$ cat config.mk
export PLATFORM = sky130hd
export DESIGN_NAME = ttd_back
export DESIGN_NICKNAME = d
export VERILOG_FILES = /design/src/hdl/ttd_pkg.sv /design/src/hdl/ttd_back.sv
export SDC_FILE = /design/constraint.sdc
export NUM_CORES = 2
export LEC_CHECK = 0
export ABC_AREA = 0
export CAP_MARGIN = 30
export CORE_MARGIN = 2
export CORE_UTILIZATION = 40
export DETAILED_ROUTE_END_ITERATION = 7
export DONT_BUFFER_PORTS = 1
export GPL_ROUTABILITY_DRIVEN = 0
export HOLD_SLACK_MARGIN = 0.05
export PLACE_DENSITY = 0.63
export SLEW_MARGIN = 25
export SYNTH_ARGS = -nofsm -noshare
export SYNTH_HDL_FRONTEND = slang
export SYNTH_SLANG_ARGS = --single-unit
$ cat constraint.sdc
create_clock -name clk -period 4 [get_ports clk]
set_clock_uncertainty 0.1 [all_clocks]
set_input_delay 0.4 -clock clk [delete_from_list [all_inputs] [get_ports clk]]
set_output_delay 0.4 -clock clk [all_outputs]
set_load 0.01 [all_outputs]
$ cat src/hdl/ttd_pkg.sv
// Shared types and constants for the texture texel decoder.
package ttd_pkg;

  localparam int MAX_WIDTH_DEF     = 1024;
  localparam int PALETTE_DEPTH_DEF = 256;
  localparam int MAX_HEIGHT        = 1024;
  localparam int ROW_W             = $clog2(MAX_HEIGHT);
  localparam int POS_W             = 13;   // byte position within a row
  localparam int CFG_DATA_W        = 13;   // widest register (row stride)
  localparam int CFG_IDX_W         = 3;
  localparam int QDEPTH            = 4;

  typedef enum logic [1:0] {
    FMT_RGBA = 2'd0,
    FMT_IA   = 2'd1,
    FMT_I    = 2'd2,
    FMT_CI   = 2'd3
  } fmt_t;

  typedef enum logic [1:0] {
    SZ_4  = 2'd0,
    SZ_8  = 2'd1,
    SZ_16 = 2'd2,
    SZ_32 = 2'd3
  } sz_t;

  typedef enum logic [CFG_IDX_W-1:0] {
    REG_FORMAT  = 3'd0,
    REG_SIZE    = 3'd1,
    REG_WIDTH   = 3'd2,
    REG_HEIGHT  = 3'd3,
    REG_STRIDE  = 3'd4,
    REG_PALETTE = 3'd5
  } cfg_reg_t;

  typedef enum logic {
    ENT_TEXEL   = 1'b0,
    ENT_PALETTE = 1'b1
  } ent_kind_t;

  typedef struct packed {
    fmt_t        pixel_format;
    sz_t         texel_size;
    logic [10:0] image_width;
    logic [10:0] image_height;
    logic [12:0] row_stride_bytes;
    logic [8:0]  palette_entries;
  } cfg_t;

  // Queue entry: a raw texel value or a palette write {index, word}.
  typedef struct packed {
    ent_kind_t   kind;
    logic        status;
    logic        eor;
    logic        eoi;
    logic [31:0] value;
  } qent_t;

endpackage

$ cat src/hdl/ttd_back.sv
// Back end: palette memory, channel expansion and the output register.
module ttd_back #(
  parameter int PALETTE_DEPTH = ttd_pkg::PALETTE_DEPTH_DEF
) (
  input  logic           clk,
  input  logic           rst_n,
  input  ttd_pkg::cfg_t  cfg,
  input  ttd_pkg::qent_t head,
  input  logic           head_valid,
  output logic           pop,
  output logic           out_valid,
  input  logic           out_stall,
  output logic [7:0]     out_red,
  output logic [7:0]     out_green,
  output logic [7:0]     out_blue,
  output logic [7:0]     out_alpha,
  output logic           out_end_of_row,
  output logic           out_end_of_image,
  output logic           out_status
);
  import ttd_pkg::*;

  localparam int         PAW       = (PALETTE_DEPTH > 1) ? $clog2(PALETTE_DEPTH) : 1;
  localparam logic [8:0] PAL_LIMIT = 9'(PALETTE_DEPTH);

  function automatic logic [7:0] widen5(input logic [4:0] v);
    return {v, v[4:2]};
  endfunction
  function automatic logic [7:0] widen4(input logic [3:0] v);
    return {v, v};
  endfunction
  function automatic logic [7:0] widen3(input logic [2:0] v);
    return {v, v, v[2:1]};
  endfunction
  function automatic logic [7:0] widen1(input logic v);
    return {8{v}};
  endfunction

  logic [15:0]  pal_mem [PALETTE_DEPTH];
  logic [15:0]  pal_rd_r;

  logic         s1_valid_r;
  qent_t        s1_r;
  logic         s1_inrange_r;
  logic         out_free, s1_adv;
  logic [8:0]   head_idx, wr_idx;
  logic         head_inrange;

  logic [7:0]   c_r, c_g, c_b, c_a, inten;

  assign out_free = !out_valid || !out_stall;
  assign s1_adv   = s1_valid_r && out_free;
  assign pop      = head_valid && (!s1_valid_r || out_free);

  assign head_idx     = {1'b0, head.value[7:0]};
  assign wr_idx       = {1'b0, head.value[23:16]};
  assign head_inrange = (head_idx < cfg.palette_entries) && (head_idx < PAL_LIMIT);

  // Palette writes take effect in queue order, after earlier lookups.
  always_ff @(posedge clk) begin
    if (pop && head.kind == ENT_PALETTE && wr_idx < PAL_LIMIT) begin
      pal_mem[head.value[16+PAW-1:16]] <= head.value[15:0];
    end
    if (pop && head.kind == ENT_TEXEL) begin
      pal_rd_r <= pal_mem[head.value[PAW-1:0]];
    end
  end

  always_ff @(posedge clk) begin
    if (pop) begin
      s1_r         <= head;
      s1_inrange_r <= head_inrange;
    end
  end

  always_ff @(posedge clk) begin
    if (!rst_n) begin
      s1_valid_r <= 1'b0;
    end else if (pop) begin
      s1_valid_r <= (head.kind == ENT_TEXEL);
    end else if (s1_adv) begin
      s1_valid_r <= 1'b0;
    end
  end

  always_comb begin
    c_r   = 8'd0;
    c_g   = 8'd0;
    c_b   = 8'd0;
    c_a   = 8'd0;
    inten = 8'd0;
    case (cfg.pixel_format)
      FMT_RGBA: begin
        if (cfg.texel_size == SZ_16) begin
          c_r = widen5(s1_r.value[15:11]);
          c_g = widen5(s1_r.value[10:6]);
          c_b = widen5(s1_r.value[5:1]);
          c_a = widen1(s1_r.value[0]);
        end else begin
          c_r = s1_r.value[31:24];
          c_g = s1_r.value[23:16];
          c_b = s1_r.value[15:8];
          c_a = s1_r.value[7:0];
        end
      end
      FMT_IA: begin
        case (cfg.texel_size)
          SZ_16: begin
            inten = s1_r.value[15:8];
            c_a   = s1_r.value[7:0];
          end
          SZ_8: begin
            inten = widen4(s1_r.value[7:4]);
            c_a   = widen4(s1_r.value[3:0]);
          end
          default: begin
            inten = widen3(s1_r.value[3:1]);
            c_a   = widen1(s1_r.value[0]);
          end
        endcase
        c_r = inten;
        c_g = inten;
        c_b = inten;
      end
      FMT_I: begin
        inten = (cfg.texel_size == SZ_8) ? s1_r.value[7:0] : widen4(s1_r.value[3:0]);
        c_r   = inten;
        c_g   = inten;
        c_b   = inten;
        c_a   = inten;
      end
      default: begin
        if (s1_inrange_r) begin
          c_r = widen5(pal_rd_r[15:11]);
          c_g = widen5(pal_rd_r[10:6]);
          c_b = widen5(pal_rd_r[5:1]);
          c_a = widen1(pal_rd_r[0]);
        end
      end
    endcase
    if (s1_r.status) begin
      c_r = 8'd0;
      c_g = 8'd0;
      c_b = 8'd0;
      c_a = 8'd0;
    end
  end

  always_ff @(posedge clk) begin
    if (s1_adv) begin
      out_red          <= c_r;
      out_green        <= c_g;
      out_blue         <= c_b;
      out_alpha        <= c_a;
      out_end_of_row   <= s1_r.eor;
      out_end_of_image <= s1_r.eoi;
      out_status       <= s1_r.status;
    end
  end

  always_ff @(posedge clk) begin
    if (!rst_n) begin
      out_valid <= 1'b0;
    end else if (s1_adv) begin
      out_valid <= 1'b1;
    end else if (!out_stall) begin
      out_valid <= 1'b0;
    end
  end

endmodule

==> results.txt <==
- STA classifies the critical path startpoint as a flip-flop.
- Setup total negative slack on the finished layout was measured at 0 ps.
- Worst flop-to-flop path startpoint: out_valid$_SDFFE_PN0P_
* Setup-failing EPs final: 0
- WL final: 430700 µm
- Data on the critical path is required at its endpoint by 4540 ps.
- Tot GR Track Use: 0.2059
- The count of buffers added on input and output ports is 0.
- Die footprint: 405600 µm²
- After detailed routing, the number of remaining DRC violations is 0.
* Max frequency: 260.4 MHz
- Clock latency on the worst-skew pair, taken at its later pin, is 1010 ps.
* Critical register-to-register path endpoint: pal_mem[32][10]$_DFFE_PP_
- For this run, the number of Yosys warnings is 0.
- Launch point of the worst hold path: head_valid
* Cell at the root of the clock tree: clkbuf_16
- Largest cells by area after synthesis: edfxtp_1, mux4_2, mux2i_1, o22ai_1, a22oi_1
* Count of vias placed by the detailed router: 81710
* DRC marker count from the first detailed-route iteration: 11410
- Post-CTS timing repair inserted 0 buffers for setup.
- The tool flagged a number of max-cap violations equal to 0.
* Non-filler instance count after layout: 13850
- Number of hold violations in the final report: 0
- Share of the clock period used by the worst path after layout: 0.9602
- Level count of the clock H-tree: 5
* Clk sinks: 4185
- From bottom edge to top edge, the die measures 636.8 µm.
- The final-report max-slew violation count came to 0.
- The first detailed-routing pass took 8 iterations.
- Post-route worst setup slack: 159.2 ps
- Switch Pwr: 19.16 mW
* Pin count of the biggest net entering global routing: 259
- Summed over all layers, the global routing overflow is 0.
- Initial Util: 0.4013
* Largest area contributor in the synthesized netlist: edfxtp_1
- Hold depth: 2
- Final design area excluding fillers: 185600 µm²
- Hold worst-path end: s1_r[21]$_DFFE_PN_
- Register-to-Register Path Depth: 6
- When the netlist entered floorplanning its net count stood at 7595.
* Endpoint type of the worst setup path: flip-flop
- In this run the power density over the cells is 490.2 nW/µm².
- After clock tree synthesis, the clock-pin slew on the worst setup and hold paths is 70 ps.
- Sw Share: 0.2106
- Static Leak: 59.32 nW
- Final critical path time including I/O delays and setup: 3841 ps
- In this run, synthesis inferred 4183 flip-flops with an integrated enable.
* Num rows: 232
- Critical path fanouts, max: 11
* I/O pins: 125
- Post-Synthesis Mean Instance Area: 21.37 µm²
* Number of buffers added by the clock tree synthesis step: 414
- Of the total power, the clock network draws 0.419.
- The flow ran to the end, and the final reports show no timing, DRC or antenna violations.
- The via count of the first global-routing pass was 79580.
* Final layout net count: 8324
* Layout area overhead: 15.86%
- In this run the deepest clock path goes through 4 buffers.
* Critical path class: flip-flop to flip-flop
- Via count normalized by instance count: 5.899
- Chip width: 636.8 µm
- The initial antenna violation count is 34.
- Cell area reported after detailed placement: 170200 µm²
- Most common cell after layout, fill and taps aside: edfxtp_1
- Class of the tightest hold or removal check: primary input to flip-flop
- The number of placed instances, taps included, is 12970.
- At the placement stage, the worst setup path has a slack of -2239 ps.
- The netlist uses 46 different library cells.
- Predominant post-synthesis flop cell: edfxtp_1
- Synthesis produced 7497 cells.
* Worst IR drop on VDD: 0.0003953 V
- Seq pwr share: 0.533
* Power Total: 90.98 mW
- Routed len/inst: 31.09 µm
- The setup check on the worst reg-to-reg path leaves a slack of 160 ps.
* Sequential-to-total area share from yosys stat: 0.7844
- Across all hold checks on the routed design, the worst slack comes to 93.07 ps.
* Core Footprint: 399100 µm²
- Of the cells placed in the final design, the portion with a size suffix greater than 1 is 0.2505.
- Fraction of post-synthesis cell area in the top cell type by area: 0.7841
* Int Pwr: 71.82 mW
- Post-synth design cell area: 160200 µm²
- Data on the critical path arrives at its endpoint at 4380 ps.
* Portion of total power attributed to combinational logic: 0.048
- Async set or reset register ratio after synthesis: 0
- Global-route wire length before repair: 603000 µm
- Clock tree from TritonCTS: built
- Setup repair after global routing left no endpoint under its margin.
- Leading cell types in the layout, fill and taps excluded: edfxtp_1, mux4_2, buf_4
- Headroom to the max-slew limit: 0.2984
* Post-layout util: 0.4650
* Worst-Margin Slew: 1052 ps
* Number of register bits inferred by synthesis: 4185
- The count of nets left with antenna violations once routing finished came out at 0.
- Detailed placement ended at an HPWL of 230000 µm.
==> cells in the mapped netlist, drive strengths merged, types with 3 or more instances <==
library cell / instances
a221oi: 51
edfxtp: 4183
nor2: 273
a221o: 3
o21ai: 44
mux2i: 531
o22ai: 288
mux2: 7
nand2b: 5
clkbuf: 227
a21oi: 159
a22oi: 201
inv: 14
mux4: 768
nand2: 74
nor2b: 50
buf: 218
nand4: 19
and2: 12
ha: 10
and3: 3
a31oi: 19
a311oi: 15
nor4: 64
nand3: 17
nor3: 112
a22o: 112
==> final cells by class <==
class / count / area [µm²]
Fill cell: 32380 / 213500
Sequential cell: 4185 / 125700
Multi-Input combinational cell: 2853 / 32170
Clock buffer: 503 / 10860
Timing Repair Buffer: 758 / 7850
Tap cell: 5265 / 6588
Clock inverter: 238 / 2331
Antenna cell: 36 / 90.09
Inverter: 14 / 52.55
==> power groups by stage <==
| stage | combinational, mW | clock [mW] | sequential, mW |
|---|---|---|---|
| global route | 4.60 | 40.3 | 48.4 |
| floorplan | 2.21 | 0 | 49.3 |
| detailed placement | 3.40 | 0 | 49.4 |
| CTS | 4.32 | 38.6 | 48.5 |
| finish | 4.38 | 38.1 | 48.5 |
| global placement | 3.37 | 0 | 49.4 |
==> repair_timing <==
item | CTS | global route
gates cloned | 17 | 5
pin swaps | 0 | 0
endpoints found under the setup margin | 16 | 16
endpoints found under the hold margin | 4183 | 569
hold buffers | 65 | 5
resized for setup | 3 | 1
==> layer usage <==
layer / GRT usage / part of all wire / vias up
li1: - / - / 33150
met1: 0.2889 / 0.39 / 43410
met2: 0.3266 / 0.47 / 4451
met3: 0.03550 / 0.097 / 689
met4: 0.07128 / 0.038 / 14
met5: 0 / 0.00021 / -
==> cells by family after synthesis <==
logic type,share of synthesized area
multiplexers,0.1416
adder cells (fa/ha/maj),0.0007811
AND/OR/NAND/NOR,0.01842
AO/OA/AOI/OAI,0.03817
buffers and inverters,0.01659
flip-flops,0.7844
==> sequential cells by signal, summed over array words and instances (netlist names), 8 cells and up <==
register	count
out_alpha	8
out_blue	8
out_green	8
out_red	8
pal_mem	4096
pal_rd_r	16
s1_r	35
==> worst max-delay path, stage by stage, from the launching register on <==
cell and delay [ps]:
dfxtp_1 380, nand3_1 130, and3_1 460, nor3b_1 630, nand2_2 710, nor2_1 740
buf_4 330
==> worst max path at each step <==
| stage | startpoint | endpoint |
|---|---|---|
| floorplan | out_stall | out_alpha[0]$_SDFFCE_PP0P_ |
| global placement | head[0] | pal_rd_r[13]$_DFFE_PP_ |
| detailed placement | head[0] | pal_rd_r[7]$_DFFE_PP_ |
| finish | out_valid$_SDFFE_PN0P_ | pal_mem[32][10]$_DFFE_PP_ |
| CTS | head[0] | pal_rd_r[7]$_DFFE_PP_ |
| global route | head[0] | pal_rd_r[10]$_DFFE_PP_ |
(Power assumes the default switching activity.)
