## src/hdl/ttd_pkg.sv

```systemverilog
// Shared types and constants for the texture texel decoder.
package ttd_pkg;

  localparam int MAX_WIDTH_DEF     = 1024;
  localparam int PALETTE_DEPTH_DEF = 256;
  localparam int MAX_HEIGHT        = 1024;
  localparam int ROW_W             = $clog2(MAX_HEIGHT);
  localparam int POS_W             = 13;   // byte position within a row
  localparam int CFG_DATA_W        = 13;   // widest register (row stride)
  localparam int CFG_IDX_W         = 3;
  localparam int QDEPTH            = 4;

  typedef enum logic [1:0] {
    FMT_RGBA = 2'd0,
    FMT_IA   = 2'd1,
    FMT_I    = 2'd2,
    FMT_CI   = 2'd3
  } fmt_t;

  typedef enum logic [1:0] {
    SZ_4  = 2'd0,
    SZ_8  = 2'd1,
    SZ_16 = 2'd2,
    SZ_32 = 2'd3
  } sz_t;

  typedef enum logic [CFG_IDX_W-1:0] {
    REG_FORMAT  = 3'd0,
    REG_SIZE    = 3'd1,
    REG_WIDTH   = 3'd2,
    REG_HEIGHT  = 3'd3,
    REG_STRIDE  = 3'd4,
    REG_PALETTE = 3'd5
  } cfg_reg_t;

  typedef enum logic {
    ENT_TEXEL   = 1'b0,
    ENT_PALETTE = 1'b1
  } ent_kind_t;

  typedef struct packed {
    fmt_t        pixel_format;
    sz_t         texel_size;
    logic [10:0] image_width;
    logic [10:0] image_height;
    logic [12:0] row_stride_bytes;
    logic [8:0]  palette_entries;
  } cfg_t;

  // Queue entry: a raw texel value or a palette write {index, word}.
  typedef struct packed {
    ent_kind_t   kind;
    logic        status;
    logic        eor;
    logic        eoi;
    logic [31:0] value;
  } qent_t;

endpackage

```

## src/hdl/ttd_queue.sv

```systemverilog
// Short queue between front and back: up to two pushes and one pop per cycle.
module ttd_queue (
  input  logic           clk,
  input  logic           rst_n,
  input  logic           push0,
  input  logic           push1,
  input  ttd_pkg::qent_t ent0,
  input  ttd_pkg::qent_t ent1,
  input  logic           pop,
  output ttd_pkg::qent_t head,
  output logic           head_valid,
  output logic           room
);
  import ttd_pkg::*;

  localparam int QAW = $clog2(QDEPTH);

  qent_t          slot_r [QDEPTH];
  logic [QAW-1:0] wr_ptr_r, rd_ptr_r, wr_ptr1;
  logic [QAW:0]   count_r, count_nxt;

  assign wr_ptr1    = wr_ptr_r + QAW'(1);
  assign head       = slot_r[rd_ptr_r];
  assign head_valid = (count_r != '0);
  // keep room for a full two-texel push
  assign room       = (count_r <= (QAW+1)'(QDEPTH - 2));

  always_comb begin
    count_nxt = count_r + (QAW+1)'(push0) + (QAW+1)'(push1) - (QAW+1)'(pop);
  end

  always_ff @(posedge clk) begin
    if (push0) slot_r[wr_ptr_r] <= ent0;
    if (push1) slot_r[wr_ptr1]  <= ent1;
  end

  always_ff @(posedge clk) begin
    if (!rst_n) begin
      wr_ptr_r <= '0;
      rd_ptr_r <= '0;
      count_r  <= '0;
    end else begin
      if (push1)      wr_ptr_r <= wr_ptr_r + QAW'(2);
      else if (push0) wr_ptr_r <= wr_ptr1;
      if (pop)        rd_ptr_r <= rd_ptr_r + QAW'(1);
      count_r <= count_nxt;
    end
  end

endmodule

```

## config.mk

```make
export PLATFORM = sky130hd
export DESIGN_NAME = ttd_queue
export DESIGN_NICKNAME = d
export VERILOG_FILES = /design/src/hdl/ttd_pkg.sv /design/src/hdl/ttd_queue.sv
export SDC_FILE = /design/constraint.sdc
export NUM_CORES = 1
export LEC_CHECK = 0
export BUFFER_PORTS_ARGS = -buffer_cell sky130_fd_sc_hd__buf_4
export CORE_ASPECT_RATIO = 0.7
export CORE_MARGIN = 2
export CORE_UTILIZATION = 45
export DETAILED_ROUTE_END_ITERATION = 10
export PLACE_DENSITY = 0.65
export SKIP_LAST_GASP = 1
export SLEW_MARGIN = 20
export SYNTH_ARGS = -nofsm -noshare
export SYNTH_HDL_FRONTEND = slang
export SYNTH_SLANG_ARGS = --single-unit
```

## constraint.sdc

```tcl
create_clock -name clk -period 2.55 [get_ports clk]
set_input_delay 0.255 -clock clk [delete_from_list [all_inputs] [get_ports clk]]
set_output_delay 0.255 -clock clk [all_outputs]
set_load 0.03 [all_outputs]
```

==> summary.txt, run 1 <==
Setup path
  • Worst-path maximum fanout: 21
  • CP Data Required Time: 2300 ps
  • Crit start category: flip-flop
  • Worst Reg-to-Reg Cells: 5
  • CP arrival: 2030 ps
  • FF-to-FF setup slack: 610 ps
  • Worst R2R Start: wr_ptr_r[1]
  • Crit. End Element: primary output
  • Worst flop-to-flop path endpoint: slot_r[1][20]
  • Crit path kind: flip-flop to primary output

Synth
  • Syn Nets: 487
  • Synth top area share: 54.0%
  • #FFs+latches synth: 153
  • Cell variety after synth: 25
  • Largest area contributor in the netlist: edfxtp_1
  • Mapped cell area: 8010 µm²
  • Syn Inst Count: 402
  • Synth warn: 0
  • Register area share after synthesis: 56.2%
  • Synth top area cells: edfxtp_1 (54%), mux2_4 (22%), mux4_2 (8.4%), mux2_2 (3.9%), dfxtp_1 (2.2%)
  • Avg Cell Area, Syn: 19.9 µm²

GRT
  • GRT Util Overall: 18.4%
  • Largest net degree at the start of global routing: 38
  • Initial antenna violation count: 0
  • First-pass GRT wire length: 24900 µm
  • Vias in the first global route: 4343
  • Grt total ovfl: 0

Min path
  • Hold Path Cell Cnt: 2
  • Hold WC Path Type: input port to flip-flop
  • Hold_sp: rst_n
  • Hold worst-path end: wr_ptr_r[0]

Placed design
  • Post-place instance area: 9050 µm²
  • Pre-CTS WS: 447 ps
  • Final HPWL DP: 10200 µm
  • GPL Wtd Cong: 0.711
  • Port buffer count: 114

Detailed routing
  • Drt first pass iters: 4
  • Met2 routed WL: 7780 µm
  • Routed WL: 16300 µm
  • Detailed-route via count: 4058
  • Avg Vias per Cell: 5.26
  • DR top layer: met4
  • First DRT Iteration DRCs: 177
  • Drt wl/cell: 21.1 µm
  • Antenna Nets Post-Route: 0
  • Met3 wire len: 911 µm
  • DR DRC count: 0
  • WL met1: 7430 µm

Run status
  • Outcome: completed

Clocking
  • Clock-pin transition on the worst setup and hold timing paths: 60 ps
  • Root Buffer: clkbuf_16
  • CTS Buf Count: 17
  • Post-CTS Setup Repair Bufs: 0
  • Clk_lat worst skew: 430 ps
  • Post_cts resized: 0
  • Max Buffers Root-to-Sink: 2
  • CTS tree: yes
  • # hold bufs at CTS: 0
  • H-Tree Depth: 4
  • Clock sinks: 153

Floorplan
  • Initial Utilization: 46.3%
  • Die Area: 18900 µm²
  • Number of I/O pins: 115
  • Row count: 40
  • Core ar.: 17300 µm²
  • Die X: 163 µm
  • Die Ht: 116 µm

STA
  • Peak Freq: 439 MHz
  • Worst-Margin Slew: 543 ps
  • Worst Setup Slack, final: 270 ps
  • Final setup vio count: 0
  • Clock period minus final worst setup slack: 2280 ps
  • Fin. Hold Viols: 0
  • Setup TNS: 0 ps
  • Worst Hold Slack: 103 ps
  • Clock Skews: 14.9 ps
  • RSZ-0062 raised after global routing: no
  • Final Cycle Share: 89.4%
  • Slew Viols, Final: 0
  • Slew headroom: 63.8%

Power and ir drop
  • P per Cell Area: 752 nW/µm²
  • Worst VDD drop: 427 µV
  • P_leak: 3.95 nW

Layout
  • Nets: 612
  • Commonest non-fill, non-tap cells in the layout: edfxtp_1 (144), buf_4 (125), mux2_4 (116), mux4_2 (30), mux2_2 (28)
  • Filler instances: 1399
  • Register area: 4510 µm²
  • Fin area: 9700 µm²
  • Diode count: 0
  • Share of cells above drive strength 1: 63.3%
  • Area Growth Syn to Fin: 21.1%
  • Footprint of the multi-input gates: 3250 µm²
  • Most common cell after layout, fill and taps aside: edfxtp_1

Flow run
  • MaxCap Viol Count: 0
==> where the power goes <==
part           internal, mW  total [mW]  switching [mW]
Combinational         0.708        1.45           0.744
Clock                  1.74        2.77            1.03
Sequential             3.01        3.08          0.0640
==> sequential cells by signal, indices dropped and copies added, names as in the netlist, named ones only <==
name      count
wr_ptr_r      2
count_r       3
rd_ptr_r      2
slot_r      144
==> cell families (layout without fill, tap and decap cells) <==
family / count (synthesis) / count (layout) / synth area share [%]
multiplexers: 180 / 180 / 36.1
flip-flops: 153 / 153 / 56.2
buffers and inverters: 29 / 167 / 3.34
AND/OR/NAND/NOR: 23 / 23 / 2.09
adder cells (fa/ha/maj): 8 / 8 / 1.44
AO/OA/AOI/OAI: 6 / 6 / 0.484
XOR/XNOR: 3 / 3 / 0.328
==> synthesized netlist by cell type (all sizes together) <==
cell type / instances
edfxtp: 144
ha: 6
mux4: 36
a21oi: 2
o21ai: 1
fa: 2
buf: 20
and2: 6
nor3: 1
xnor2: 2
mux2: 144
xor2: 1
a211o: 1
o21a: 1
clkbuf: 1
nand2: 15
a21o: 1
dfxtp: 9
inv: 8
nor2: 1
==> worst max-delay path: stages (launching register included) <==
cell     delay [ps]
dfxtp_2         330
buf_4           390
mux4_1          670
buf_4           200
==> through the flow <==
step | total power, mW | instances | utilization [%]
2_1_floorplan | 4.11 | 402 | -
3_3_place_gp | 4.57 | 739 | 52.3
3_5_place_dp | 4.61 | 739 | 52.3
4_1_cts | 7.37 | 771 | 56.0
5_1_grt | 7.57 | 771 | 56.0
6_report | 7.30 | 771 | 56.0
==> worst max path at each step <==
stage,startpoint,end,slack (ps),cells after the start
floorplan,wr_ptr_r[0],slot_r[3][0],430,5
global placement,push1,count_r[2],490,8
detailed placement,push1,count_r[2],450,8
CTS,flip-flop,head[4],220,3
global route,flip-flop,head[4],160,3
finish,flip-flop,head[4],270,3
==> metal layers <==
metal / GRT usage, % / vias to the layer above
met2: 29.7 / 105
met5: 0 / -
li1: - / 1867
met4: 5.38 / 0
met1: 24.0 / 2078
met3: 6.12 / 8
==> layout make-up <==
cell class / instances / share of cell area [%]
flip-flops and latches: 153 / 46.4
well taps: 231 / 2.98
multi-input cells: 220 / 33.5
clock inverters: 14 / 2.28
inverters: 8 / 0.309
repair buffers: 127 / 10.1
clock buffers: 18 / 4.42
(Power assumes the default switching activity.)
==> inputs of run 2 (changes only) <==
--- a/config.mk
+++ b/config.mk
@@ -10,7 +10,7 @@
 export CORE_MARGIN = 2
 export CORE_UTILIZATION = 45
 export DETAILED_ROUTE_END_ITERATION = 10
-export PLACE_DENSITY = 0.65
+export PLACE_DENSITY = 0.68
 export SKIP_LAST_GASP = 1
 export SLEW_MARGIN = 20
 export SYNTH_ARGS = -nofsm -noshare
==> constraint.sdc (replaced) <==
create_clock -name clk -period 2 [get_ports clk]
set_input_delay 0.2 -clock clk [delete_from_list [all_inputs] [get_ports clk]]
set_output_delay 0.2 -clock clk [all_outputs]
set_load 0.03 [all_outputs]
==> run 2 against run 1 <==
  * The flow now finishes with violations (setup timing)
  * Utilization is 1.0 points higher
  * Sequential cell count stayed put
  * Highest routed layer unchanged
  * Sequential share of layout area is 0.80 points lower
  * Critical endpoint is now head[9]
  * First-iteration DRC count is 66% higher
==> summary.txt, run 2 (same netlist as run 1, synthesis figures left out) <==
Detailed routing
  • Routed WL: 16900 µm (+3.9%)
  • Avg Vias per Cell: 5.31 (+0.81%)
  • Detailed-route via count: 4144 (+2.1%)
  • Antenna Nets Post-Route: 0 (unchanged)
  • First DRT Iteration DRCs: 293 (+66%)
  • Drt wl/cell: 21.6 µm (+2.5%)
  • DR DRC count: 0 (unchanged)
  • Drt first pass iters: 4 (unchanged)

Floorplan
  • Initial Utilization: 46.3% (unchanged)
  • Die Ht: 116 µm (unchanged)
  • Die Area: 18900 µm² (unchanged)
  • Die X: 163 µm (unchanged)
  • Number of I/O pins: 115 (unchanged)
  • Core ar.: 17300 µm² (unchanged)
  • Row count: 40 (unchanged)

Clocking
  • H-Tree Depth: 4 (unchanged)
  • Clock sinks: 153 (unchanged)
  • Clk_lat worst skew: 420 ps (about the same)
  • Post-CTS Setup Repair Bufs: 0 (unchanged)
  • CTS Buf Count: 17 (unchanged)
  • # hold bufs at CTS: 0 (unchanged)
  • Max Buffers Root-to-Sink: 2 (unchanged)
  • CTS tree: yes
  • Clock-pin transition on the worst setup and hold timing paths: 60 ps (about the same)
  • Root Buffer: clkbuf_16

Placed design
  • Final HPWL DP: 10500 µm (+2.7%)
  • Port buffer count: 114 (unchanged)
  • Post-place instance area: 9180 µm² (+1.4%)
  • Placed cells: 746 (+0.95%)
  • GPL Wtd Cong: 0.738 (+3.8%)

STA
  • RSZ-0062 raised after global routing: yes
  • Peak Freq: 498 MHz
  • Final Cycle Share: 100%
  • Final setup vio count: 1 (+1)
  • Fin. Hold Viols: 0 (unchanged)
  • Worst-Margin Slew: 470 ps (-73.2 ps)
  • Slew headroom: 68.6% (+4.8 points)
  • Slew Viols, Final: 0 (unchanged)
  • Worst Hold Slack: 40.6 ps (-62.6 ps)
  • Clock period minus final worst setup slack: 2010 ps
  • Worst Setup Slack, final: -8.82 ps (-278 ps)
  • Clock Skews: 6.40 ps (-8.53 ps)

Min path
  • Hold WC Path Type: input port to flip-flop
  • Hold Path Cell Cnt: 2 (unchanged)
  • Hold_sp: rst_n
  • Hold worst-path end: count_r[0]

Layout
  • Largest Register: slot_r
  • Non-filler cells, final: 781 (+1.3%)
  • Share of cells above drive strength 1: 65.3% (+1.9 points)
  • Diode count: 0 (unchanged)
  • Commonest non-fill, non-tap cells in the layout: edfxtp_1 (144), mux2_4 (116), buf_4 (105), mux4_2 (36), mux2_2 (28)
  • Area Growth Syn to Fin: 23.3%
  • Nets: 622 (+1.6%)
  • Max FFs per register: 144 (unchanged)
  • Most common cell after layout, fill and taps aside: edfxtp_1
  • Fin area: 9880 µm² (+1.8%)
  • Biggest regs: slot_r: 144 flops, count_r: 3 flops

GRT
  • Largest net degree at the start of global routing: 38 (unchanged)
  • First-pass GRT wire length: 25100 µm (+1.0%)
  • Vias in the first global route: 4413 (+1.6%)
  • Initial antenna violation count: 0 (unchanged)
  • Grt total ovfl: 0 (unchanged)
  • GRT Util Overall: 18.5% (+0.098 points)

Setup path
  • Slowest-stage cell, CP: mux4_2
  • Critical path, cell by cell: buf_16 -> mux4_2 -> buf_4
  • FF-to-FF setup slack: 190 ps (-420 ps)
  • CP Data Required Time: 1800 ps (-500 ps)
  • Worst R2R Start: wr_ptr_r[1]
  • Worst-path maximum fanout: 12 (-43%)
  • Worst flop-to-flop path endpoint: slot_r[1][28]
  • Crit path kind: flip-flop to primary output
  • Crit start category: flip-flop
  • Largest stage delay on the critical path: 510 ps (-160 ps)
  • Crit. End Element: primary output
  • CP arrival: 1810 ps (-220 ps)
  • Worst Reg-to-Reg Cells: 5 (unchanged)

Power and ir drop
  • Gate power share: 22.5% (+2.6 points)
  • Clock power share: 33.8% (-4.1 points)
  • P_leak: 4.01 nW (+1.6%)
  • Internal: 6.57 mW (+20%)
  • P_sw: 2.40 mW (+31%)
  • P per Cell Area: 908 nW/µm² (+21%)
  • Sequential share of power: 43.7% (+1.5 points)
  • Switch share: 26.8% (+1.6 points)
  • Worst VDD drop: 597 µV (+40%)

Flow run
  • MaxCap Viol Count: 0 (unchanged)

Run status
  • Failing checks: setup timing
  • Outcome: finished, violations left
run 2: how the worst max path moves through the flow:
| stage | slack [ps] | end | depth (start not counted) | start |
|---|---|---|---|---|
| finish | -9 | head[9] | 3 | flip-flop |
| global route | -80 | head[9] | 3 | flip-flop |
| CTS | -50 | head[2] | 3 | flip-flop |
| detailed placement | 160 | count_r[2] | 8 | push1 |
| global placement | 220 | count_r[2] | 8 | push1 |
| floorplan | 120 | count_r[2] | 8 | push1 |
run 2: layout make-up:
cell class                 count  area [µm²]
fill                        1353        7440
sequential                   153        4510
multi-input combinational    220        3230
timing repair buffer         137        1270
clock buffer                  17         425
tap                          231         289
clock inverter                15         129
inverter                       8        30.0
run 2: power groups by stage:
| stage | combinational [mW] | sequential, mW | clock, mW |
|---|---|---|---|
| 6_report | 2.02 | 3.92 | 3.04 |
| 5_1_grt | 2.15 | 3.94 | 3.23 |
| 4_1_cts | 1.97 | 3.92 | 3.07 |
| 3_5_place_dp | 1.94 | 3.98 | 0 |
| 3_3_place_gp | 1.91 | 3.97 | 0 |
| 2_1_floorplan | 1.29 | 3.96 | 0 |
run 2: per-layer routing:
metal  vias to the layer above  global-route usage [%]  wire length (µm)
li1                       1882                       -                 -
met1                      2131                    24.7              7580
met2                       120                    29.8              8060
met3                        11                    6.23              1160
met4                         0                    4.04               117
met5                         -                       0                 0
run 2: timing repair:
action	in CTS	in global routing
gates resized for setup	7	24
cloned	1	2
setup endpoints to repair	24	32
run 2: per-stage QoR:
step / power, mW / setup WS [ps] / util [%] / setup TNS [ps]
floorplan: 5.24 / 117 / - / 0
global placement: 5.87 / 217 / 53.0 / 0
detailed placement: 5.92 / 163 / 53.0 / 0
CTS: 8.96 / -52.4 / 56.4 / -263
global route: 9.32 / -84.5 / 57.1 / -1720
finish: 8.97 / -8.82 / 57.1 / -8.82
run 2: critical path, delay by kind of cell (launching register included):
family / cells / cell delay [ps]
flip-flops: 1 / 470
multiplexers: 1 / 510
buffers and inverters: 2 / 400
