--- config.mk ---
export PLATFORM = sky130hd
export DESIGN_NAME = ttd_front
export DESIGN_NICKNAME = d
export VERILOG_FILES = /design/src/hdl/ttd_pkg.sv /design/src/hdl/ttd_front.sv
export SDC_FILE = /design/constraint.sdc
export NUM_CORES = 1
export LEC_CHECK = 0
export BUFFER_PORTS_ARGS = -buffer_cell sky130_fd_sc_hd__buf_2
export CORE_UTILIZATION = 61
export CTS_BUF_LIST = sky130_fd_sc_hd__clkbuf_4 sky130_fd_sc_hd__clkbuf_8
export DETAILED_ROUTE_END_ITERATION = 10
export PLACE_DENSITY = 0.86
export SKIP_LAST_GASP = 1
export SLEW_MARGIN = 20
export SYNTH_ARGS = -nofsm -noshare
export SYNTH_HDL_FRONTEND = slang
export SYNTH_SLANG_ARGS = --single-unit
--- constraint.sdc ---
create_clock -name clk -period 8.35 [get_ports clk]
set_input_delay 1.2525 -clock clk [delete_from_list [all_inputs] [get_ports clk]]
set_output_delay 1.2525 -clock clk [all_outputs]
set_load 0.1 [all_outputs]
--- src/hdl/ttd_pkg.sv ---
// Shared types and constants for the texture texel decoder.
package ttd_pkg;

  localparam int MAX_WIDTH_DEF     = 1024;
  localparam int PALETTE_DEPTH_DEF = 256;
  localparam int MAX_HEIGHT        = 1024;
  localparam int ROW_W             = $clog2(MAX_HEIGHT);
  localparam int POS_W             = 13;   // byte position within a row
  localparam int CFG_DATA_W        = 13;   // widest register (row stride)
  localparam int CFG_IDX_W         = 3;
  localparam int QDEPTH            = 4;

  typedef enum logic [1:0] {
    FMT_RGBA = 2'd0,
    FMT_IA   = 2'd1,
    FMT_I    = 2'd2,
    FMT_CI   = 2'd3
  } fmt_t;

  typedef enum logic [1:0] {
    SZ_4  = 2'd0,
    SZ_8  = 2'd1,
    SZ_16 = 2'd2,
    SZ_32 = 2'd3
  } sz_t;

  typedef enum logic [CFG_IDX_W-1:0] {
    REG_FORMAT  = 3'd0,
    REG_SIZE    = 3'd1,
    REG_WIDTH   = 3'd2,
    REG_HEIGHT  = 3'd3,
    REG_STRIDE  = 3'd4,
    REG_PALETTE = 3'd5
  } cfg_reg_t;

  typedef enum logic {
    ENT_TEXEL   = 1'b0,
    ENT_PALETTE = 1'b1
  } ent_kind_t;

  typedef struct packed {
    fmt_t        pixel_format;
    sz_t         texel_size;
    logic [10:0] image_width;
    logic [10:0] image_height;
    logic [12:0] row_stride_bytes;
    logic [8:0]  palette_entries;
  } cfg_t;

  // Queue entry: a raw texel value or a palette write {index, word}.
  typedef struct packed {
    ent_kind_t   kind;
    logic        status;
    logic        eor;
    logic        eoi;
    logic [31:0] value;
  } qent_t;

endpackage

--- src/hdl/ttd_front.sv ---
// Front end: configuration registers, row walk and texel extraction from source bytes.
module ttd_front #(
  parameter int MAX_WIDTH = ttd_pkg::MAX_WIDTH_DEF
) (
  input  logic                           clk,
  input  logic                           rst_n,
  input  logic                           cfg_we,
  input  logic [ttd_pkg::CFG_IDX_W-1:0]  cfg_index,
  input  logic [ttd_pkg::CFG_DATA_W-1:0] cfg_data,
  input  logic                           in_valid,
  output logic                           in_stall,
  input  logic                           in_mode,
  input  logic [7:0]                     in_data_byte,
  input  logic [7:0]                     in_palette_index,
  input  logic [15:0]                    in_palette_word,
  input  logic                           q_room,
  output logic                           push0,
  output logic                           push1,
  output ttd_pkg::qent_t                 ent0,
  output ttd_pkg::qent_t                 ent1,
  output ttd_pkg::cfg_t                  cfg
);
  import ttd_pkg::*;

  localparam int CW = (MAX_WIDTH > 1) ? $clog2(MAX_WIDTH) : 1;

  cfg_t               cfg_r;
  logic [POS_W-1:0]   pos_r, pos_nxt;
  logic [CW-1:0]      col_r, col_nxt;
  logic [ROW_W-1:0]   row_r, row_nxt;
  logic [23:0]        held_r, held_nxt;

  logic               accept, byte_go;
  logic [12:0]        rb, stride;
  logic               pair_ok, cfg_ok;
  logic [12:0]        col1, col2;
  logic [10:0]        row1;
  logic               last_row, eor0, eoi0, eor1, eoi1;
  logic               in_row, emit0, emit1, done;
  logic [31:0]        v0, v1;
  logic [13:0]        pos_inc;

  assign cfg      = cfg_r;
  assign in_stall = !q_room;
  assign accept   = in_valid && !in_stall;
  assign byte_go  = accept && (in_mode == 1'b0);

  always_comb begin
    case (cfg_r.texel_size)
      SZ_4:    rb = (13'(cfg_r.image_width) + 13'd1) >> 1;
      SZ_8:    rb = 13'(cfg_r.image_width);
      SZ_16:   rb = 13'(cfg_r.image_width) << 1;
      default: rb = 13'(cfg_r.image_width) << 2;
    endcase
    case (cfg_r.pixel_format)
      FMT_RGBA: pair_ok = (cfg_r.texel_size == SZ_16) || (cfg_r.texel_size == SZ_32);
      FMT_IA:   pair_ok = (cfg_r.texel_size != SZ_32);
      default:  pair_ok = (cfg_r.texel_size == SZ_4) || (cfg_r.texel_size == SZ_8);
    endcase
    cfg_ok = pair_ok
          && !(cfg_r.pixel_format == FMT_CI && cfg_r.palette_entries == 9'd0)
          && (cfg_r.image_width != 11'd0)
          && (13'(cfg_r.image_width) <= 13'(MAX_WIDTH))
          && (cfg_r.image_height != 11'd0)
          && (cfg_r.image_height <= 11'(MAX_HEIGHT))
          && !(cfg_r.row_stride_bytes != 13'd0 && cfg_r.row_stride_bytes < rb);
    stride = (cfg_r.row_stride_bytes != 13'd0) ? cfg_r.row_stride_bytes : rb;
  end

  // Row and image end flags for the first and, in 4-bit mode, the second texel.
  always_comb begin
    col1     = 13'(col_r) + 13'd1;
    col2     = 13'(col_r) + 13'd2;
    row1     = 11'(row_r) + 11'd1;
    last_row = (row1 >= cfg_r.image_height);
    eor0     = (col1 >= 13'(cfg_r.image_width));
    eoi0     = eor0 && last_row;
    eor1     = (col2 >= 13'(cfg_r.image_width));
    eoi1     = eor1 && last_row;
  end

  always_comb begin
    in_row   = (pos_r < rb);
    emit0    = 1'b0;
    emit1    = 1'b0;
    v0       = 32'd0;
    v1       = 32'd0;
    held_nxt = held_r;
    if (in_row) begin
      case (cfg_r.texel_size)
        SZ_4: begin
          emit0 = 1'b1;
          emit1 = !eor0;
          v0    = {28'd0, in_data_byte[7:4]};
          v1    = {28'd0, in_data_byte[3:0]};
        end
        SZ_8: begin
          emit0 = 1'b1;
          v0    = {24'd0, in_data_byte};
        end
        SZ_16: begin
          if (pos_r[0] == 1'b0) begin
            held_nxt = {16'd0, in_data_byte};
          end else begin
            emit0 = 1'b1;
            v0    = {16'd0, held_r[7:0], in_data_byte};
          end
        end
        default: begin
          if (pos_r[1:0] != 2'd3) begin
            held_nxt = {held_r[15:0], in_data_byte};
          end else begin
            emit0 = 1'b1;
            v0    = {held_r, in_data_byte};
          end
        end
      endcase
    end

    col_nxt = col_r;
    row_nxt = row_r;
    done    = 1'b0;
    if (emit1) begin
      col_nxt = eor1 ? '0 : col2[CW-1:0];
      row_nxt = eor1 ? row1[ROW_W-1:0] : row_r;
      done    = eoi1;
    end else if (emit0) begin
      col_nxt = eor0 ? '0 : col1[CW-1:0];
      row_nxt = eor0 ? row1[ROW_W-1:0] : row_r;
      done    = eoi0;
    end

    pos_inc = 14'(pos_r) + 14'd1;
    pos_nxt = (pos_inc >= 14'(stride)) ? '0 : pos_inc[POS_W-1:0];
    if (done) begin
      pos_nxt  = '0;
      col_nxt  = '0;
      row_nxt  = '0;
      held_nxt = '0;
    end
  end

  // Queue pushes.
  always_comb begin
    push0        = 1'b0;
    push1        = 1'b0;
    ent0.kind    = ENT_TEXEL;
    ent0.status  = 1'b0;
    ent0.eor     = eor0;
    ent0.eoi     = eoi0;
    ent0.value   = v0;
    ent1.kind    = ENT_TEXEL;
    ent1.status  = 1'b0;
    ent1.eor     = eor1;
    ent1.eoi     = eoi1;
    ent1.value   = v1;
    if (accept && in_mode) begin
      push0      = 1'b1;
      ent0.kind  = ENT_PALETTE;
      ent0.eor   = 1'b0;
      ent0.eoi   = 1'b0;
      ent0.value = {8'd0, in_palette_index, in_palette_word};
    end else if (byte_go && !cfg_ok) begin
      push0       = 1'b1;
      ent0.status = 1'b1;
      ent0.eor    = 1'b0;
      ent0.eoi    = 1'b0;
      ent0.value  = 32'd0;
    end else if (byte_go) begin
      push0 = emit0;
      push1 = emit1;
    end
  end

  always_ff @(posedge clk) begin
    if (!rst_n) begin
      cfg_r.pixel_format     <= FMT_RGBA;
      cfg_r.texel_size       <= SZ_16;
      cfg_r.image_width      <= 11'd1;
      cfg_r.image_height     <= 11'd1;
      cfg_r.row_stride_bytes <= 13'd0;
      cfg_r.palette_entries  <= 9'd0;
      pos_r  <= '0;
      col_r  <= '0;
      row_r  <= '0;
      held_r <= '0;
    end else if (cfg_we) begin
      case (cfg_index)
        REG_FORMAT:  cfg_r.pixel_format     <= fmt_t'(cfg_data[1:0]);
        REG_SIZE:    cfg_r.texel_size       <= sz_t'(cfg_data[1:0]);
        REG_WIDTH:   cfg_r.image_width      <= cfg_data[10:0];
        REG_HEIGHT:  cfg_r.image_height     <= cfg_data[10:0];
        REG_STRIDE:  cfg_r.row_stride_bytes <= cfg_data[12:0];
        REG_PALETTE: cfg_r.palette_entries  <= cfg_data[8:0];
        default: ;
      endcase
      // restart the walk on any register write
      if (cfg_index <= REG_PALETTE) begin
        pos_r  <= '0;
        col_r  <= '0;
        row_r  <= '0;
        held_r <= '0;
      end
    end else if (byte_go && cfg_ok) begin
      pos_r  <= pos_nxt;
      col_r  <= col_nxt;
      row_r  <= row_nxt;
      held_r <= held_nxt;
    end
  end

endmodule

==> metrics.sh <==
DIE_W_UM=117
SYNTH_TOP_CELL_AREA_SHARE=0.261
CP_DATA_ARRIVAL_TIME_NS=5.44
FINAL.PERIOD_UTILIZATION=0.801
CTS-ROOT-TO-SINK-BUFFERS=2
CLK_TRANSITION_REPORTED_PATHS_NS=0.11
POSTCTSSETUPREPAIRBUFS=0
DR_PASS1_ITERATIONS=5
PATH_DEPTH=13
DETAILROUTE.VIA_COUNT=8022
GRT_MAX_DEGREE=48
POWER_DENSITY_nW_PER_UM2=137
NETLIST_INSTANCES=1020
TIMING.RR.START='cfg[45]'
MAX_CAP_VIOLATIONS=0
FP.DIEAREA_UM2=13700
GPL.FINAL_WEIGHTED_CONGESTION=0.950
TRITONCTS='built'
SYNTH_TOP_FLOP_CELL='sky130_fd_sc_hd__dfxtp_1'
CRITICAL_PATH.MAX_STAGE_DELAY_NS=0.93
TIMING_MAX_TRANSITION_VIOLATIONS_FINAL=0
ANTENNA-DIODE-COUNT=0
DIE_HEIGHT_UM=117
CRIT_CHAIN='inv_1 > o211ai_1 > o221ai_1 > ha_1 > o2111ai_1 > a21oi_1 > a211oi_1 > a2111oi_4 > o311a_2 > nor2_2 > nor4b_4 > a22o_1 > buf_2'
STATUS='complete, no violations'
POST-PLACE-CELLS=1296
SYNTHESIS.YOSYS.WARNINGS=0
MIN_DELAY_PATH_DEPTH=2
TOTALNEGATIVESETUPSLACK_NS=0
P_CLK_FRAC=0.249
HPWL_UM=17600
WORSTSETUPSTARTPOINTTYPE='register'
SYNTH.YOSYS.SEQ_AREA_SHARE=0.261
LAYOUT_CELLS_SIZED_ABOVE_1=0.180
KIND_OF_CRITICAL_PATH='register to output port'
NUM-NETS-FINAL=1263
REG2REG_DEPTH=12
SYNTHESIS.AREA_PER_INSTANCE_UM2=7.89
DRT.ANTENNA.VIOLATING_NETS=0
TOTAL_POWER_W=0.00122
FINAL_HOLD_VIOL_COUNT=0
CELL_INTERNAL_PWR_W=0.000704
P_SWITCHING_W=0.000513
WORST-ENDPOINT-REQUIRED_NS=7.10
TIMING_WORST_SLEW_PIN_VALUE_NS=1.12
SYNTH_TOP_CELLS_BY_AREA='sky130_fd_sc_hd__dfxtp_1 (26%), sky130_fd_sc_hd__ha_1 (12%), sky130_fd_sc_hd__nand2_1 (8.9%), sky130_fd_sc_hd__a21oi_1 (4.5%), sky130_fd_sc_hd__mux2i_1 (4.1%)'
CTS_RESIZED=0
INITIAL_UTILIZATION=0.632
LEAKAGE_nW=4.02
VDD_IR_DROP_MAX_V=0.000144
CRITICAL_PATH.ENDPOINT_TYPE='output port'
CLOCK-SINKS=105
FLOW.AREA_GROWTH_FROM_SYNTHESIS_PCT=10.6
PORTBUFFERS=146
SWITCHING_SHARE=0.422
YOSYSTOPAREACELL='sky130_fd_sc_hd__dfxtp_1'
DRC_ERRORS=0
SYNTH_ENABLE_FLOP_CELLS=0
POST_DRT_WL_PER_CELL_UM=17.6
CTS_INSERTED_BUFFERS=9
CRITICAL_PATH_S_TOP_DELAY_FAMILY='compound AO/OA/AOI/OAI gates'
HOLDCRITPATHCLASS='register to register'
CORE_AREA_UM2=12700
FMAXACHIEVABLE_GHz=0.149
CLOCK_LATENCY_NS=0.40
HOLD_PATH_STARTPOINT='held_r[23]'
WL_UM=23000
FINAL_CELL_COUNT_NO_FILL=1312
NETLIST-CELL-TYPE-COUNT=78
NUM_IO_PINS=177
CRITICAL_PATH.N_BUFFERS_INVERTERS=2
DRT-VIAS-PER-INSTANCE=6.11
NUM_ROWS=41
FINAL-SETUP-VIOL-COUNT=0
NETLIST_AREA_UM2=8050
UTILIZATION=0.700
POWER.COMBINATIONAL.FRACTION=0.321
CRITICAL_PATH.MAX_FANOUT=29
FINAL_PERIOD_MINUS_WORST_SETUP_SLACK_NS=6.69
GRT_PASS1_VIAS=7114
ANTENNA_FOUND_INITIAL=0
GRT_USAGE=0.335
TIMING.MAX_SLEW.REL_SLACK=0.250
SEQ_POWER_SHARE=0.431
POST_CTS_HOLD_BUFFER_COUNT=0
ASYNC_FLOP_SHARE=0
GRT_FIRST_PASS_WIRELENGTH_UM=35700
OVERFLOW=0
TIMING.CRITICAL_PATH.FROM='cfg[45]'
INITIALDRTVIOLATIONCOUNT=736
CRITPATHSLOWESTCELL='sky130_fd_sc_hd__dfxtp_1'
CLK_ROOT_BUFFER_CELL='sky130_fd_sc_hd__clkbuf_8'
SYNTH-SEQ-CELLS=105
WORST_CLOCK_SKEW_NS=0.0146
RSZ0062_AT_GRT='no'
HTREE_NUM_LEVELS=3
## state kept, by name, indices dropped and copies added, names as in the netlist
| name | flops |
|---|---|
| held_r | 24 |
| col_r | 10 |
| pos_r | 13 |
| cfg | 48 |
| row_r | 10 |
## layer usage
| metal | global-route usage | up-vias | routed length (um) | share of wire |
|---|---|---|---|---|
| li1 | - | 3844 | - | - |
| met1 | 0.442 | 3715 | 9830 | 0.43 |
| met2 | 0.531 | 403 | 10500 | 0.46 |
| met3 | 0.0705 | 60 | 1960 | 0.085 |
| met4 | 0.144 | 0 | 765 | 0.033 |
| met5 | 0 | - | 0 | 0 |
## worst paths after layout
kind | to | slack [ns]
max | ent0[23] | 1.66
min | held_r[23] | 0.46
max reg2reg | pos_r[8] | 3.22
min reg2reg | held_r[23] | 0.46
## area by class of cell
type | count | area, um2
tap | 172 | 215
multi-input combinational | 825 | 5470
inverter | 41 | 154
fill | 1102 | 3820
clock inverter | 7 | 52.6
timing repair buffer | 153 | 783
sequential | 105 | 2100
clock buffer | 9 | 124
## synth_stat cells, types with 12 or more instances
library cell	count
sky130_fd_sc_hd__and3_1	15
sky130_fd_sc_hd__nor2_1	42
sky130_fd_sc_hd__or2_2	14
sky130_fd_sc_hd__clkbuf_1	33
sky130_fd_sc_hd__mux2i_1	33
sky130_fd_sc_hd__o21ai_0	21
sky130_fd_sc_hd__nand2_1	191
sky130_fd_sc_hd__a21oi_1	73
sky130_fd_sc_hd__ha_1	74
sky130_fd_sc_hd__a22o_1	36
sky130_fd_sc_hd__nand2b_1	12
sky130_fd_sc_hd__buf_4	35
sky130_fd_sc_hd__inv_1	41
sky130_fd_sc_hd__nand4_1	16
sky130_fd_sc_hd__and2_1	21
sky130_fd_sc_hd__dfxtp_1	105
sky130_fd_sc_hd__nand3_1	36
sky130_fd_sc_hd__o211ai_1	14
sky130_fd_sc_hd__a21o_1	18
sky130_fd_sc_hd__nor2b_1	17
sky130_fd_sc_hd__nor3_1	21
sky130_fd_sc_hd__xnor2_1	22
## cells in the final DEF (no fill, tap or decap), types with 22 or more instances in the layout
cell type and n:
sky130_fd_sc_hd__nor2_1 42, sky130_fd_sc_hd__mux2i_1 33, sky130_fd_sc_hd__dfxtp_1 105, sky130_fd_sc_hd__xnor2_1 22
sky130_fd_sc_hd__ha_1 74, sky130_fd_sc_hd__a22o_1 36, sky130_fd_sc_hd__a21oi_1 73, sky130_fd_sc_hd__nand3_1 36
sky130_fd_sc_hd__conb_1 30, sky130_fd_sc_hd__inv_1 41, sky130_fd_sc_hd__buf_2 146, sky130_fd_sc_hd__nand2_1 191
## cell families (layout without fill, tap and decap cells)
logic type | after synthesis | in the layout | share of synthesized area
buffers and inverters | 119 | 210 | 0.0746
adders and majority gates | 74 | 74 | 0.115
DFF | 105 | 105 | 0.261
AOI/OAI and AO/OA | 241 | 241 | 0.217
muxes | 36 | 36 | 0.0466
other | 1 | 30 | 0.000466
xor gates and xnor gates | 29 | 29 | 0.0316
and+or+nand+nor | 415 | 415 | 0.253
## power groups by stage
| stage | clock [W] | sequential, W | combinational [W] |
|---|---|---|---|
| after floorplan | 0 | 0.000564 | 0.000292 |
| after global placement | 0 | 0.000534 | 0.000378 |
| after detailed placement | 0 | 0.000535 | 0.000381 |
| after CTS | 0.000304 | 0.000523 | 0.000382 |
| after global routing | 0.000324 | 0.000525 | 0.000409 |
| final | 0.000303 | 0.000524 | 0.000390 |
## metrics by stage
| stage | worst slack (ns) | hold slack, ns | instance area [um2] |
|---|---|---|---|
| after floorplan | 1.19 | 0.433 | 8160 |
| after global placement | 2.38 | 0.441 | 8710 |
| after detailed placement | 2.22 | 0.453 | 8710 |
| after CTS | 1.77 | 0.467 | 8880 |
| after global routing | 1.41 | 0.489 | 8900 |
| final | 1.66 | 0.462 | 8900 |
## tightest hold or removal path, cell delays in order (launching register included)
cell and delay (ns):
sky130_fd_sc_hd__dfxtp_1 0.32, sky130_fd_sc_hd__nand2_1 0.05, sky130_fd_sc_hd__mux2i_1 0.05
No activity file was read; power rests on OpenSTA's default activity.
